### config.mk
export PLATFORM = sky130hd
export DESIGN_NAME = nmea_gga_position_parser
export DESIGN_NICKNAME = d
export VERILOG_FILES = /design/src/sv/ngga_pkg.sv /design/src/sv/ngga_lexer.sv /design/src/sv/ngga_convert.sv /design/src/sv/nmea_gga_position_parser.sv
export SDC_FILE = /design/constraint.sdc
export NUM_CORES = 2
export LEC_CHECK = 0
export BUFFER_PORTS_ARGS = -buffer_cell sky130_fd_sc_hd__buf_2
export CAP_MARGIN = 30
export CORE_ASPECT_RATIO = 1.2
export CORE_MARGIN = 2
export CORE_UTILIZATION = 50
export CTS_BUF_LIST = sky130_fd_sc_hd__clkbuf_4
export DETAILED_ROUTE_END_ITERATION = 10
export PLACE_DENSITY = 0.67
export SLEW_MARGIN = 20
export SYNTH_ARGS = -nofsm -noshare
export SYNTH_HDL_FRONTEND = slang
export SYNTH_SLANG_ARGS = --single-unit
### constraint.sdc
create_clock -name clk -period 13.6 [get_ports clk]
set_input_delay 2.04 -clock clk [delete_from_list [all_inputs] [get_ports clk]]
set_output_delay 2.04 -clock clk [all_outputs]
set_load 0.01 [all_outputs]
### src/sv/ngga_pkg.sv
package ngga_pkg;

    // Number format: ddmm.<FRACTION_DIGITS digits of minutes>
    localparam int FRACTION_DIGITS = 5;

    // Field widths
    localparam int CHAR_W  = 8;
    localparam int FIELD_W = 4;
    localparam int WHOLE_W = 17;
    localparam int FRAC_W  = $clog2(10 ** FRACTION_DIGITS);
    localparam int FDIG_W  = 3;
    localparam int LEN_W   = 3;
    localparam int OUT_W   = 35;

    // Conversion datapath widths
    localparam int DEG_W   = 10;
    localparam int MIN_W   = 7;
    localparam int X_W     = 30;
    localparam int Y_W     = X_W - 2;
    localparam int Q_W     = 24;
    localparam int DSC_W   = 34;

    // Characters of interest
    localparam logic [CHAR_W-1:0] CH_CR    = 8'h0D;
    localparam logic [CHAR_W-1:0] CH_LF    = 8'h0A;
    localparam logic [CHAR_W-1:0] CH_COMMA = 8'h2C;
    localparam logic [CHAR_W-1:0] CH_DOT   = 8'h2E;
    localparam logic [CHAR_W-1:0] CH_ZERO  = 8'h30;
    localparam logic [CHAR_W-1:0] CH_NINE  = 8'h39;
    localparam logic [CHAR_W-1:0] CH_A     = 8'h41;
    localparam logic [CHAR_W-1:0] CH_G     = 8'h47;
    localparam logic [CHAR_W-1:0] CH_S     = 8'h53;
    localparam logic [CHAR_W-1:0] CH_W     = 8'h57;

    // Comma counts that select the fields of interest
    localparam logic [FIELD_W-1:0] FIELD_LAT     = 4'd2;
    localparam logic [FIELD_W-1:0] FIELD_LAT_HEM = 4'd3;
    localparam logic [FIELD_W-1:0] FIELD_LON     = 4'd4;
    localparam logic [FIELD_W-1:0] FIELD_LON_HEM = 4'd5;
    localparam logic [FIELD_W-1:0] FIELD_MAX     = 4'd15;

    // Progress through the "GGA" tag
    typedef enum logic [2:0] {
        TAG_NONE = 3'b001,
        TAG_G    = 3'b010,
        TAG_GG   = 3'b100
    } ngga_tag_t;

    // Field presence bits
    localparam int PRES_LAT     = 0;
    localparam int PRES_LAT_HEM = 1;
    localparam int PRES_LON     = 2;
    localparam int PRES_LON_HEM = 3;
    localparam logic [3:0] PRES_ALL = 4'hF;

    localparam logic [LEN_W-1:0]   LEN_MAX     = 3'd7;
    localparam logic [LEN_W-1:0]   LEN_MIN     = 3'd4;
    localparam logic [WHOLE_W-1:0] WHOLE_LIMIT = 17'd99999;
    localparam logic [OUT_W-1:0]   MAG_LIMIT   = 35'd9999999999;

    // Degrees in output units, and the minutes fill to seven digits
    localparam longint UNITS       = 10000000;
    localparam longint FILL_SCALE  = 10 ** (7 - FRACTION_DIGITS);
    localparam longint ROUND_HALF  = 30;

    // Reciprocal of 100 for whole < 2^17
    localparam longint DIV100_MUL   = 167773;
    localparam int     DIV100_SHIFT = 24;
    localparam int     DIV100_W     = WHOLE_W + 18;

    // Reciprocal of 15 for values < 2^28 (divide by 60 as >>2 then /15)
    localparam longint DIV15_MUL    = 286331154;
    localparam int     DIV15_SHIFT  = 32;
    localparam int     DIV15_W      = Y_W + 29;

    // Scan state of one number field
    typedef struct packed {
        logic [WHOLE_W-1:0] whole;
        logic [FRAC_W-1:0]  frac;
        logic [FDIG_W-1:0]  fdig;
        logic [LEN_W-1:0]   len;
        logic               neg;
    } ngga_scan_t;

    // One coordinate handed to the converter
    typedef struct packed {
        logic [WHOLE_W-1:0] whole;
        logic [FRAC_W-1:0]  frac;
        logic [FDIG_W-1:0]  fdig;
        logic               short_f;
        logic               neg;
    } ngga_coord_t;

    // Stage load enables of the converter pipeline
    typedef struct packed {
        logic s2;
        logic s3;
        logic s4;
    } ngga_stage_en_t;

    // 10^(FRACTION_DIGITS - fdig): pads a short fraction to full digits
    function automatic logic [FRAC_W-1:0] frac_scale(input logic [FDIG_W-1:0] fdig);
        logic [FRAC_W-1:0] p;
        p = FRAC_W'(1);
        for (int i = 0; i < FRACTION_DIGITS; i++) begin
            if (i + int'(fdig) < FRACTION_DIGITS) begin
                p = FRAC_W'(p * FRAC_W'(10));
            end
        end
        return p;
    endfunction

endpackage

### src/sv/ngga_lexer.sv
module ngga_lexer
    import ngga_pkg::*;
(
    input  logic              clk,
    input  logic              rst_n,
    input  logic              rx_valid,
    input  logic [CHAR_W-1:0] rx_char,
    output logic              rx_stall,
    input  logic              line_ready,
    output logic              line_valid,
    output ngga_coord_t       line_lat,
    output ngga_coord_t       line_lon
);

    // Input register
    logic              char_valid_reg, char_valid_next;
    logic [CHAR_W-1:0] char_reg;

    // Line scan state
    logic [FIELD_W-1:0] field_position_reg, field_position_next;
    ngga_tag_t          tag_progress_reg, tag_progress_next;
    logic               tag_found_reg, tag_found_next;
    logic               line_nonempty_reg, line_nonempty_next;
    logic               number_stopped_reg, number_stopped_next;
    logic               in_fraction_reg, in_fraction_next;
    ngga_scan_t         lat_reg, lat_next;
    ngga_scan_t         lon_reg, lon_next;
    logic [3:0]         fields_present_reg, fields_present_next;

    // Line record
    logic               rec_valid_reg, rec_valid_next;
    ngga_coord_t        rec_lat_reg, rec_lon_reg;

    logic is_eol;
    logic is_digit;
    logic emit;
    logic take;

    // Advance one number field by one character
    function automatic ngga_scan_t number_step(
        input ngga_scan_t        s,
        input logic [CHAR_W-1:0] c,
        input logic              stopped,
        input logic              frac_mode
    );
        ngga_scan_t        r;
        logic [3:0]        d;
        logic [WHOLE_W+2:0] w;
        r = s;
        d = 4'(c - CH_ZERO);
        w = (WHOLE_W + 3)'(s.whole) * (WHOLE_W + 3)'(10) + (WHOLE_W + 3)'(d);
        if (s.len < LEN_MAX) begin
            r.len = s.len + LEN_W'(1);
        end
        if (!stopped && c >= CH_ZERO && c <= CH_NINE) begin
            if (!frac_mode) begin
                r.whole = (w > (WHOLE_W + 3)'(WHOLE_LIMIT)) ? WHOLE_LIMIT : WHOLE_W'(w);
            end else if (s.fdig < FDIG_W'(FRACTION_DIGITS)) begin
                r.frac = FRAC_W'(s.frac * FRAC_W'(10) + FRAC_W'(d));
                r.fdig = s.fdig + FDIG_W'(1);
            end
        end
        return r;
    endfunction

    function automatic ngga_coord_t to_coord(input ngga_scan_t s);
        ngga_coord_t r;
        r.whole   = s.whole;
        r.frac    = s.frac;
        r.fdig    = s.fdig;
        r.short_f = (s.len < LEN_MIN);
        r.neg     = s.neg;
        return r;
    endfunction

    assign is_eol   = (char_reg == CH_CR) || (char_reg == CH_LF);
    assign is_digit = (char_reg >= CH_ZERO) && (char_reg <= CH_NINE);
    assign emit     = is_eol && line_nonempty_reg && tag_found_reg
                      && (fields_present_reg == PRES_ALL);
    // Hold the word only when it closes a line to emit and the record slot cannot take it
    assign take     = char_valid_reg && (!emit || line_ready);
    assign rx_stall = char_valid_reg && !take;

    // Load the input register whenever it is free
    assign char_valid_next = rx_stall ? char_valid_reg : rx_valid;

    // Scan state update
    always_comb
    begin
        field_position_next = field_position_reg;
        tag_progress_next   = tag_progress_reg;
        tag_found_next      = tag_found_reg;
        line_nonempty_next  = line_nonempty_reg;
        number_stopped_next = number_stopped_reg;
        in_fraction_next    = in_fraction_reg;
        lat_next            = lat_reg;
        lon_next            = lon_reg;
        fields_present_next = fields_present_reg;
        if (take) begin
            if (is_eol) begin
                field_position_next = '0;
                tag_progress_next   = TAG_NONE;
                tag_found_next      = 1'b0;
                line_nonempty_next  = 1'b0;
                number_stopped_next = 1'b0;
                in_fraction_next    = 1'b0;
                lat_next            = '0;
                lon_next            = '0;
                fields_present_next = '0;
            end else begin
                line_nonempty_next = 1'b1;
                // Look for the tag anywhere in the line
                if (!tag_found_reg) begin
                    priority if (char_reg == CH_G) begin
                        tag_progress_next = (tag_progress_reg == TAG_NONE) ? TAG_G : TAG_GG;
                    end else if (char_reg == CH_A && tag_progress_reg == TAG_GG) begin
                        tag_found_next    = 1'b1;
                        tag_progress_next = TAG_NONE;
                    end else begin
                        tag_progress_next = TAG_NONE;
                    end
                end
                if (char_reg == CH_COMMA) begin
                    if (field_position_reg < FIELD_MAX) begin
                        field_position_next = field_position_reg + FIELD_W'(1);
                    end
                    number_stopped_next = 1'b0;
                    in_fraction_next    = 1'b0;
                end else begin
                    // Stop the number on any character that is not a digit or first dot
                    if ((field_position_reg == FIELD_LAT || field_position_reg == FIELD_LON)
                        && !number_stopped_reg && !is_digit) begin
                        if (char_reg == CH_DOT && !in_fraction_reg) begin
                            in_fraction_next = 1'b1;
                        end else begin
                            number_stopped_next = 1'b1;
                        end
                    end
                    unique case (field_position_reg)
                        FIELD_LAT:
                        begin
                            lat_next = number_step(lat_reg, char_reg,
                                                   number_stopped_reg, in_fraction_reg);
                            fields_present_next[PRES_LAT] = 1'b1;
                        end
                        FIELD_LAT_HEM:
                        begin
                            if (!fields_present_reg[PRES_LAT_HEM]) begin
                                lat_next.neg = (char_reg == CH_S) || (char_reg == CH_W);
                            end
                            fields_present_next[PRES_LAT_HEM] = 1'b1;
                        end
                        FIELD_LON:
                        begin
                            lon_next = number_step(lon_reg, char_reg,
                                                   number_stopped_reg, in_fraction_reg);
                            fields_present_next[PRES_LON] = 1'b1;
                        end
                        FIELD_LON_HEM:
                        begin
                            if (!fields_present_reg[PRES_LON_HEM]) begin
                                lon_next.neg = (char_reg == CH_S) || (char_reg == CH_W);
                            end
                            fields_present_next[PRES_LON_HEM] = 1'b1;
                        end
                        default:
                        begin
                        end
                    endcase
                end
            end
        end
    end

    // Record slot: fill on a finished line, drain when downstream takes it
    assign rec_valid_next = line_ready ? (take && emit) : rec_valid_reg;

    always_ff @(posedge clk or negedge rst_n)
    begin
        if (!rst_n) begin
            char_valid_reg     <= 1'b0;
            field_position_reg <= '0;
            tag_progress_reg   <= TAG_NONE;
            tag_found_reg      <= 1'b0;
            line_nonempty_reg  <= 1'b0;
            number_stopped_reg <= 1'b0;
            in_fraction_reg    <= 1'b0;
            lat_reg            <= '0;
            lon_reg            <= '0;
            fields_present_reg <= '0;
            rec_valid_reg      <= 1'b0;
        end else begin
            char_valid_reg     <= char_valid_next;
            field_position_reg <= field_position_next;
            tag_progress_reg   <= tag_progress_next;
            tag_found_reg      <= tag_found_next;
            line_nonempty_reg  <= line_nonempty_next;
            number_stopped_reg <= number_stopped_next;
            in_fraction_reg    <= in_fraction_next;
            lat_reg            <= lat_next;
            lon_reg            <= lon_next;
            fields_present_reg <= fields_present_next;
            rec_valid_reg      <= rec_valid_next;
        end
    end

    // Payload registers
    always_ff @(posedge clk)
    begin
        if (!rx_stall) begin
            char_reg <= rx_char;
        end
        if (take && emit) begin
            rec_lat_reg <= to_coord(lat_reg);
            rec_lon_reg <= to_coord(lon_reg);
        end
    end

    assign line_valid = rec_valid_reg;
    assign line_lat   = rec_lat_reg;
    assign line_lon   = rec_lon_reg;

endmodule

### src/sv/ngga_convert.sv
module ngga_convert
    import ngga_pkg::*;
(
    input  logic                    clk,
    input  ngga_stage_en_t          en,
    input  ngga_coord_t             coord,
    output logic signed [OUT_W-1:0] result
);

    // Stage 2: degrees, whole minutes, fraction padded to full digits
    logic [DEG_W-1:0]    deg_reg, deg_next;
    logic [MIN_W-1:0]    min_reg, min_next;
    logic [FRAC_W-1:0]   fs_reg, fs_next;
    logic                short2_reg, neg2_reg;
    logic [DIV100_W-1:0] div100_prod;

    // Stage 3: scaled degrees and rounded minutes numerator
    logic [DSC_W-1:0]    dsc3_reg, dsc3_next;
    logic [X_W-1:0]      x_reg, x_next;
    logic                short3_reg, neg3_reg;

    // Stage 4: minutes over sixty
    logic [DSC_W-1:0]    dsc4_reg;
    logic [Q_W-1:0]      q_reg, q_next;
    logic                short4_reg, neg4_reg;
    logic [DIV15_W-1:0]  div15_prod;

    logic [OUT_W-1:0]    sum;
    logic [OUT_W-1:0]    mag;

    // Split ddmm by reciprocal multiply
    always_comb
    begin
        div100_prod = DIV100_W'(coord.whole) * DIV100_W'(DIV100_MUL);
        deg_next    = DEG_W'(div100_prod >> DIV100_SHIFT);
        min_next    = MIN_W'(coord.whole - WHOLE_W'(WHOLE_W'(deg_next) * WHOLE_W'(100)));
        fs_next     = FRAC_W'(coord.frac * frac_scale(coord.fdig));
    end

    // Form numerator of minutes * 1e7 / 60 with half-divisor rounding
    always_comb
    begin
        dsc3_next = DSC_W'(DSC_W'(deg_reg) * DSC_W'(UNITS));
        x_next    = X_W'(X_W'(min_reg) * X_W'(UNITS))
                    + X_W'(X_W'(fs_reg) * X_W'(FILL_SCALE))
                    + X_W'(ROUND_HALF);
    end

    // Divide by 60: drop two bits, then reciprocal of 15
    always_comb
    begin
        div15_prod = DIV15_W'(x_reg[X_W-1:2]) * DIV15_W'(DIV15_MUL);
        q_next     = Q_W'(div15_prod >> DIV15_SHIFT);
    end

    // Add, clamp, zero short fields, apply hemisphere
    always_comb
    begin
        sum = OUT_W'(dsc4_reg) + OUT_W'(q_reg);
        mag = (sum > MAG_LIMIT) ? MAG_LIMIT : sum;
        if (short4_reg) begin
            mag = '0;
        end
        result = neg4_reg ? -$signed(mag) : $signed(mag);
    end

    always_ff @(posedge clk)
    begin
        if (en.s2) begin
            deg_reg    <= deg_next;
            min_reg    <= min_next;
            fs_reg     <= fs_next;
            short2_reg <= coord.short_f;
            neg2_reg   <= coord.neg;
        end
        if (en.s3) begin
            dsc3_reg   <= dsc3_next;
            x_reg      <= x_next;
            short3_reg <= short2_reg;
            neg3_reg   <= neg2_reg;
        end
        if (en.s4) begin
            dsc4_reg   <= dsc3_reg;
            q_reg      <= q_next;
            short4_reg <= short3_reg;
            neg4_reg   <= neg3_reg;
        end
    end

endmodule

### src/sv/nmea_gga_position_parser.sv
// NMEA GGA position parser. Takes one received character per word on the
// rx channel and accepts a new word every cycle while rx_stall is low;
// each character is decoded in the cycle after it lands in the input
// register. When a CR or LF closes a line that contains "GGA" and
// non-empty fields 3 to 6, one position word leaves on the pos channel,
// carrying latitude and longitude in signed units of 1e-7 degree. The
// conversion runs in a four-stage pipeline behind the scanner, so later
// lines keep streaming in while a result travels or waits; rx_stall rises
// only when a line end is ready to emit and every pipeline stage and the
// output register are full behind a stalled pos channel.
module nmea_gga_position_parser
    import ngga_pkg::*;
(
    input  logic                    clk,
    input  logic                    rst_n,
    input  logic                    rx_valid,
    output logic                    rx_stall,
    input  logic [CHAR_W-1:0]       rx_char,
    output logic                    pos_valid,
    input  logic                    pos_stall,
    output logic signed [OUT_W-1:0] latitude,
    output logic signed [OUT_W-1:0] longitude
);

    logic           line_valid;
    ngga_coord_t    line_lat, line_lon;
    ngga_stage_en_t stage_en;

    logic           v2_reg, v2_next;
    logic           v3_reg, v3_next;
    logic           v4_reg, v4_next;
    logic           pos_valid_reg, pos_valid_next;
    logic signed [OUT_W-1:0] latitude_reg, longitude_reg;
    logic signed [OUT_W-1:0] lat_result, lon_result;

    logic ready_out, ready4, ready3, ready2, ready1;

    // Backpressure chain: a stage takes a word when empty or draining
    assign ready_out = !pos_valid_reg || !pos_stall;
    assign ready4    = !v4_reg || ready_out;
    assign ready3    = !v3_reg || ready4;
    assign ready2    = !v2_reg || ready3;
    assign ready1    = !line_valid || ready2;

    assign stage_en.s2 = ready2 && line_valid;
    assign stage_en.s3 = ready3 && v2_reg;
    assign stage_en.s4 = ready4 && v3_reg;

    assign v2_next        = ready2 ? line_valid : v2_reg;
    assign v3_next        = ready3 ? v2_reg : v3_reg;
    assign v4_next        = ready4 ? v3_reg : v4_reg;
    assign pos_valid_next = ready_out ? v4_reg : pos_valid_reg;

    ngga_lexer u_lexer (
        .clk        (clk),
        .rst_n      (rst_n),
        .rx_valid   (rx_valid),
        .rx_char    (rx_char),
        .rx_stall   (rx_stall),
        .line_ready (ready1),
        .line_valid (line_valid),
        .line_lat   (line_lat),
        .line_lon   (line_lon)
    );

    ngga_convert u_conv_lat (
        .clk    (clk),
        .en     (stage_en),
        .coord  (line_lat),
        .result (lat_result)
    );

    ngga_convert u_conv_lon (
        .clk    (clk),
        .en     (stage_en),
        .coord  (line_lon),
        .result (lon_result)
    );

    always_ff @(posedge clk or negedge rst_n)
    begin
        if (!rst_n) begin
            v2_reg        <= 1'b0;
            v3_reg        <= 1'b0;
            v4_reg        <= 1'b0;
            pos_valid_reg <= 1'b0;
        end else begin
            v2_reg        <= v2_next;
            v3_reg        <= v3_next;
            v4_reg        <= v4_next;
            pos_valid_reg <= pos_valid_next;
        end
    end

    // Output register: load the finished word when the slot frees up
    always_ff @(posedge clk)
    begin
        if (ready_out && v4_reg) begin
            latitude_reg  <= lat_result;
            longitude_reg <= lon_result;
        end
    end

    assign pos_valid = pos_valid_reg;
    assign latitude  = latitude_reg;
    assign longitude = longitude_reg;

endmodule

### Word-level counts from Yosys, hierarchy flattened

Cells that the tools add are included.

| cells by class | value |
|---|---|
| shifts and indexed selects | 0 |
| mux-type cells | 64 |
| add/sub/neg operators | 28 |
| equal/unequal tests | 21 |
| magnitude comparators | 23 |
| reductions and logical operators | 67 |
| bitwise logic cells | 0 |
| multiply operators | 26 |
| div/mod/pow operators | 0 |

Operators by type and width:

| cell | count |
|---|---|
| $lt 32x4->1 const B | 8 |
| $mux 35 | 6 |
| $mux 17 | 12 |
| $mul 17x3->16 const B | 10 |
| $mux 41 | 4 |
| $mul 28x28->55 const B | 2 |
| $mux 20 | 4 |
| $mux 40 | 2 |
| $mux 37 | 2 |
| $add 34x24->35 | 2 |
| $gt 35x34->1 const B | 2 |
| $neg 35->35 | 2 |
| $mul 17x18->34 const B | 2 |
| $add 30x24->30 | 2 |
| $add 30x5->30 const B | 2 |
| $mul 10x17->27 const B | 2 |
| $mul 7x17->23 const B | 2 |
| $mul 17x5->22 const B | 2 |
| $add 20x4->20 | 2 |
| $gt 20x17->1 const B | 2 |
| $mul 17x3->19 const B | 2 |
| $add 17x4->17 | 2 |
| $mul 17x17->17 | 2 |
| $eq 8x7->1 const B | 4 |
| other kinds (35) | 147 |

| storage, ports and cells | value |
|---|---|
| bits in writable memories | 0 |
| bits in registers | 555 |
| input port bits | 12 |
| output and inout bits | 72 |
| bits in read-only memories | 0 |
| latch bits | 0 |
| memories | 0 |
| word-level logic and storage cells | 294 |

### Longest topological paths before layout

| logic depth | value |
|---|---|
| depth after elaboration | 11 |
| depth in mapped cells | 47 |
| mapped depth without buffers | 47 |

### Hierarchy

A second synthesis with hierarchy kept.

| unflattened totals | value |
|---|---|
| cell total of the unflattened synthesis | 8090 |
| area total of the unflattened synthesis | 78923.2 um^2 |

Modules (own cells, without submodules):

| module | area each (um^2) | seq. area each (um^2) | instances | cells each |
|---|---|---|---|---|
| ngga_convert at u_conv_lat | 32316.0 | 4384.2 | 1 | 3411 |
| ngga_convert at u_conv_lon | 32219.7 | 4384.2 | 1 | 3403 |
| ngga_lexer | 12109.1 | 5061.1 | 1 | 1191 |
| nmea_gga_position_parser | 2278.4 | 2202.1 | 1 | 85 |

### Least setup slack after synthesis

No wires, ideal clock.

| path | value |
|---|---|
| kind | register -> register |
| start point | register u_lexer.rec_lat_reg (netlist bit u_lexer.line_lat[3]) |
| end point | register u_conv_lat.fs_reg[16] (data pin) |
| path slack | 2.775 ns |
| clock period less this slack | 10.825 ns |
| stages on the path, launching flop included | 47 |
| library setup time | 0.268 ns |
| path buffers | 0 |
| required time | 13.332 ns |
| data arrival time | 10.557 ns |
| cell sequence | edfxtp_1 inv_1 ha_1 a21oi_1 inv_1 ha_1 mux2i_1 inv_1 ha_1 ha_1 fa_1 a21o_1 a211o_1 a31oi_1 inv_1 ha_1 ha_1 or3_1 [... 11 more ...] fa_1 fa_1 inv_1 fa_1 fa_1 xor2_1 xnor2_1 xnor2_1 xnor2_1 xnor2_1 xnor3_1 xnor3_1 xor2_1 xnor2_1 xnor2_1 xnor2_1 xnor2_1 xnor3_1 |

| between the ends | value |
|---|---|
| word-level cells in the longest chain between the ends | 11 |
| elaborated cells between the ends (all ways) | 19 |
| those cells by class | 4 x add/sub; 5 x mul; 5 x order compare; 5 x mux |

Ends and longest elaborated chain:

| element | line | text |
|---|---|---|
| start, declared | ngga_lexer.sv:32 | `ngga_coord_t rec_lat_reg, rec_lon_reg;` |
| start signal, assigned | ngga_lexer.sv:214 | `rec_lat_reg <= to_coord(lat_reg);` |
| $lt 3x3->1 | ngga_pkg.sv:106 | `if (i + int'(fdig) < FRACTION_DIGITS) begin` |
| $mux 4 | ngga_pkg.sv:106 |  |
| $mul 17x3->16 | ngga_pkg.sv:107 | `p = FRAC_W'(p * FRAC_W'(10));` |
| $mux 17 | ngga_pkg.sv:106 |  |
| $mul 17x3->16 | ngga_pkg.sv:107 |  |
| $mux 17 | ngga_pkg.sv:106 |  |
| $mul 17x3->16 | ngga_pkg.sv:107 |  |
| $mux 17 | ngga_pkg.sv:106 |  |
| $mul 17x3->16 | ngga_pkg.sv:107 |  |
| $mux 17 * | ngga_pkg.sv:106 |  |
| $mul 17x17->17 * | ngga_convert.sv:37 | `fs_next = FRAC_W'(coord.frac * frac_scale(coord.fdig));` |
| net u_conv_lat.fs_next[16] | ngga_convert.sv:13 | `logic [FRAC_W-1:0] fs_reg, fs_next;` |
| end signal, assigned | ngga_convert.sv:72 | `fs_reg <= fs_next;` |
| end, declared | ngga_convert.sv:13 |  |

Mark *: on every way through the listed nets, which the timed path passes. The rest lies on a longest branch.
A chain may end at the register's enable or synchronous reset.

### Worst setup path after layout

Same ends and word-level chain as after synthesis.

==> flow_summary.json <==
{
  "status": "complete, no violations",
  "dr.pass1.iters": 6,
  "cp.arrival_ns": 12.92,
  "synthAdderAreaFrac": 0.445,
  "synth_xor_area_frac": 0.0561,
  "rsz0062_at_grt": "no",
  "synth-seq-area-share": 0.208,
  "vias": 53900,
  "power.density_mw_per_mm2": 41.5,
  "die-area_sq_mm": 0.157,
  "cts_max_level": 4,
  "clock_path_buffers": 3,
  "ioPinCount": 84,
  "internal_power_mw": 2.63,
  "syn_to_final_growth_pct": 6.05,
  "fin_nets": 10300,
  "hold_buffers": 0,
  "synth_edf_count": 448,
  "cp_top_family": "adder cells",
  "synth.area.top_cells": "ha_1 (25%), fa_1 (20%), edfxtp_1 (17%), inv_1 (7.8%), xnor2_1 (4.0%)",
  "initial_core_util": 0.505,
  "grt-ovfl-total": 0,
  "seq_area_sq_mm": 0.0160,
  "root_buffer": "clkbuf_4",
  "place.port_buffers": 83,
  "max_stage_delay_ns": 0.55,
  "r2r_start": "u_lexer.line_lat[3]",
  "min_period_ns": 11.99,
  "cts_sinks": 551,
  "final_cell_count_no_fill": 10100,
  "worst_slew_pin_slew_ns": 0.930,
  "synthMuxAreaShare": 0.00561,
  "p_sw_frac": 0.225,
  "cts_tree": "yes",
  "synth_top_flop_cell": "edfxtp_1",
  "clk_latency_ns": 1.18,
  "rr_endpoint": "u_conv_lat.fs_reg[16]",
  "async_flop_share": 0.187,
  "finalWorstSetupSlack_ns": 1.61,
  "dpl.hpwl_mm": 137,
  "cts_resized": 0,
  "slowest_stage": "fa_1",
  "synth_top_area_cell": "ha_1",
  "rrSetupSlack_ns": 1.61,
  "synth_top_area_share": 0.246,
  "power.share.sequential": 0.537,
  "critPathBufInv": 7,
  "syn_inst": 7856,
  "fillers": 13700,
  "core_area_sq_mm": 0.153,
  "multi_input_area_sq_mm": 0.0547,
  "dp_slack_ns": 1.61,
  "max_freq_mhz": 83.4,
  "setup_tns_ns": 0,
  "post_drt_wl_per_cell_microns": 16.2,
  "grt_pass1_vias": 56800,
  "setup_viol": 0,
  "clockPowerShare": 0.449,
  "hold-path-endpoint": "u_conv_lon.neg3_reg",
  "cp_data_required_time_ns": 14.53,
  "crit_top_cell": "xnor2_1",
  "synth_common_cells": "inv_1 (1,598), ha_1 (1,517), fa_1 (765)",
  "worst-path-max-fanout": 6,
  "slew_violations": 0,
  "drtAntennaViolNets": 0,
  "reg2reg_depth": 46,
  "drtIter0Drc": 2569,
  "endpoint_kind": "flop",
  "start_kind": "flop",
  "hold_viol": 0,
  "finalCritPeriodShare": 0.882,
  "antenna_found_initial": 2,
  "slew_headroom": 0.377,
  "whs_path_depth": 0,
  "maxCapViolations": 0,
  "yosys_register_bits": 551,
  "yosysWarnings": 0,
  "place.gp.congestion": 0.934,
  "p_switching_uw": 764,
  "placedCellCount": 9841,
  "synth_area_per_cell_sq_um": 9.82,
  "synth_area_sq_mm": 0.0771,
  "synth_top_family_by_area": "adder cells",
  "drc": 0,
  "hp-start": "u_conv_lon.neg2_reg",
  "p_leak_nw": 41.2,
  "critPathKind": "reg -> reg",
  "skew_ns": 0.110,
  "vdd_drop_max_mv": 0.0773,
  "rows": 157,
  "grt_use_total": 0.216,
  "drive_above_1_share": 0.0517,
  "power_frac_comb": 0.014,
  "fp.dieW_microns": 363,
  "die_height_microns": 434,
  "cts_setup_buffers": 0,
  "ys_types": 97,
  "viasPerCell": 5.33,
  "wl_mm": 164,
  "power_mw": 3.39,
  "synth_most_common_cell": "inv_1",
  "yosys.area_share.simple": 0.102,
  "path_clk_slew_ns": 0.08,
  "grt_max_degree": 70,
  "syn_nets": 10200,
  "grt_pass1_wl_mm": 277,
  "synth-compound-area-share": 0.0999,
  "hp-class": "reg -> reg",
  "numCtsBuffers": 149
}
cell usage in the layout, fill, tap and decap left out, types with 44 or more instances in the layout:
cell and n:
inv_1 1598, ha_1 1517, fa_1 765, edfxtp_1 448, nand2_1 437, nor2_1 362
xnor2_1 348, a21oi_1 305, o21ai_0 235, clkbuf_4 201, and2_1 141, nand3_1 134
xor2_1 131, nor3_1 124, a21o_1 107, dfrtp_1 102, buf_2 84, nor2b_1 73
nand2b_1 66, o21a_1 61, and3_1 54, a211oi_1 44
worst max-delay path by stage:
stage          slack, ns  cells after the start                     to                 from
6_report            1.61                     46  u_conv_lat.fs_reg[16]  u_lexer.line_lat[3]
5_1_grt             0.76                     47  u_conv_lat.fs_reg[16]  u_lexer.line_lat[3]
4_1_cts             1.64                     46  u_conv_lat.fs_reg[16]  u_lexer.line_lat[3]
3_5_place_dp        1.61                     47  u_conv_lat.fs_reg[16]  u_lexer.line_lat[3]
3_3_place_gp        1.83                     43  u_conv_lat.fs_reg[16]  u_lexer.line_lat[3]
2_1_floorplan       2.77                     46  u_conv_lat.fs_reg[16]  u_lexer.line_lat[3]
kinds of logic (layout without fill, tap and decap cells):
group,after synthesis,count (layout)
buffers and inverters,1718,1978
other,0,3
flip-flops,551,551
AO/OA/AOI/OAI,1176,1176
adder cells (fa/ha/maj),2282,2282
multiplexers,41,41
XOR/XNOR,485,485
AND/OR/NAND/NOR,1603,1603
metrics by stage:
step,instance area (sq um),utilization,hold WS [ns]
floorplan,77100,-,0.400
finish,81800,0.535,0.394
CTS,81800,0.535,0.388
global route,81800,0.535,0.384
global placement,79900,0.523,0.402
detailed placement,79900,0.523,0.405
layer usage:
layer	part of all wire	wire (microns)	GRT usage
met1	0.44	71500	0.265
met3	0.030	5000	0.0255
met5	0	0	0
met4	0.029	4680	0.0718
met2	0.50	82600	0.390
power groups by stage:
stage	registers, mW	clock network (mW)	logic (mW)
after floorplan	1.86	0	0.0270
after global placement	1.86	0	0.0449
after detailed placement	1.86	0	0.0465
after CTS	1.82	1.60	0.0471
after global routing	1.82	1.68	0.0530
final	1.82	1.52	0.0459
worst register-to-register path: cells and delay by family, from the launching register on:
family	cells	cell delay [ns]
AOI/OAI and AO/OA	8	1.85
xor gates and xnor gates	13	2.53
adders and majority gates	13	4.91
buffers and inverters	7	0.77
DFF	1	0.44
muxes	1	0.32
and+or+nand+nor	4	1.01
final cells by class:
| cell class | instances | area share |
|---|---|---|
| antenna | 3 | 0.0000918 |
| clock buffer | 201 | 0.0184 |
| clock inverter | 59 | 0.00494 |
| inverter | 1599 | 0.0734 |
| multi-input combinational | 5587 | 0.668 |
| sequential | 551 | 0.196 |
| tap | 1987 | 0.0304 |
| timing repair buffer | 119 | 0.00844 |
Note: power is estimated with default switching activity, not from simulation.
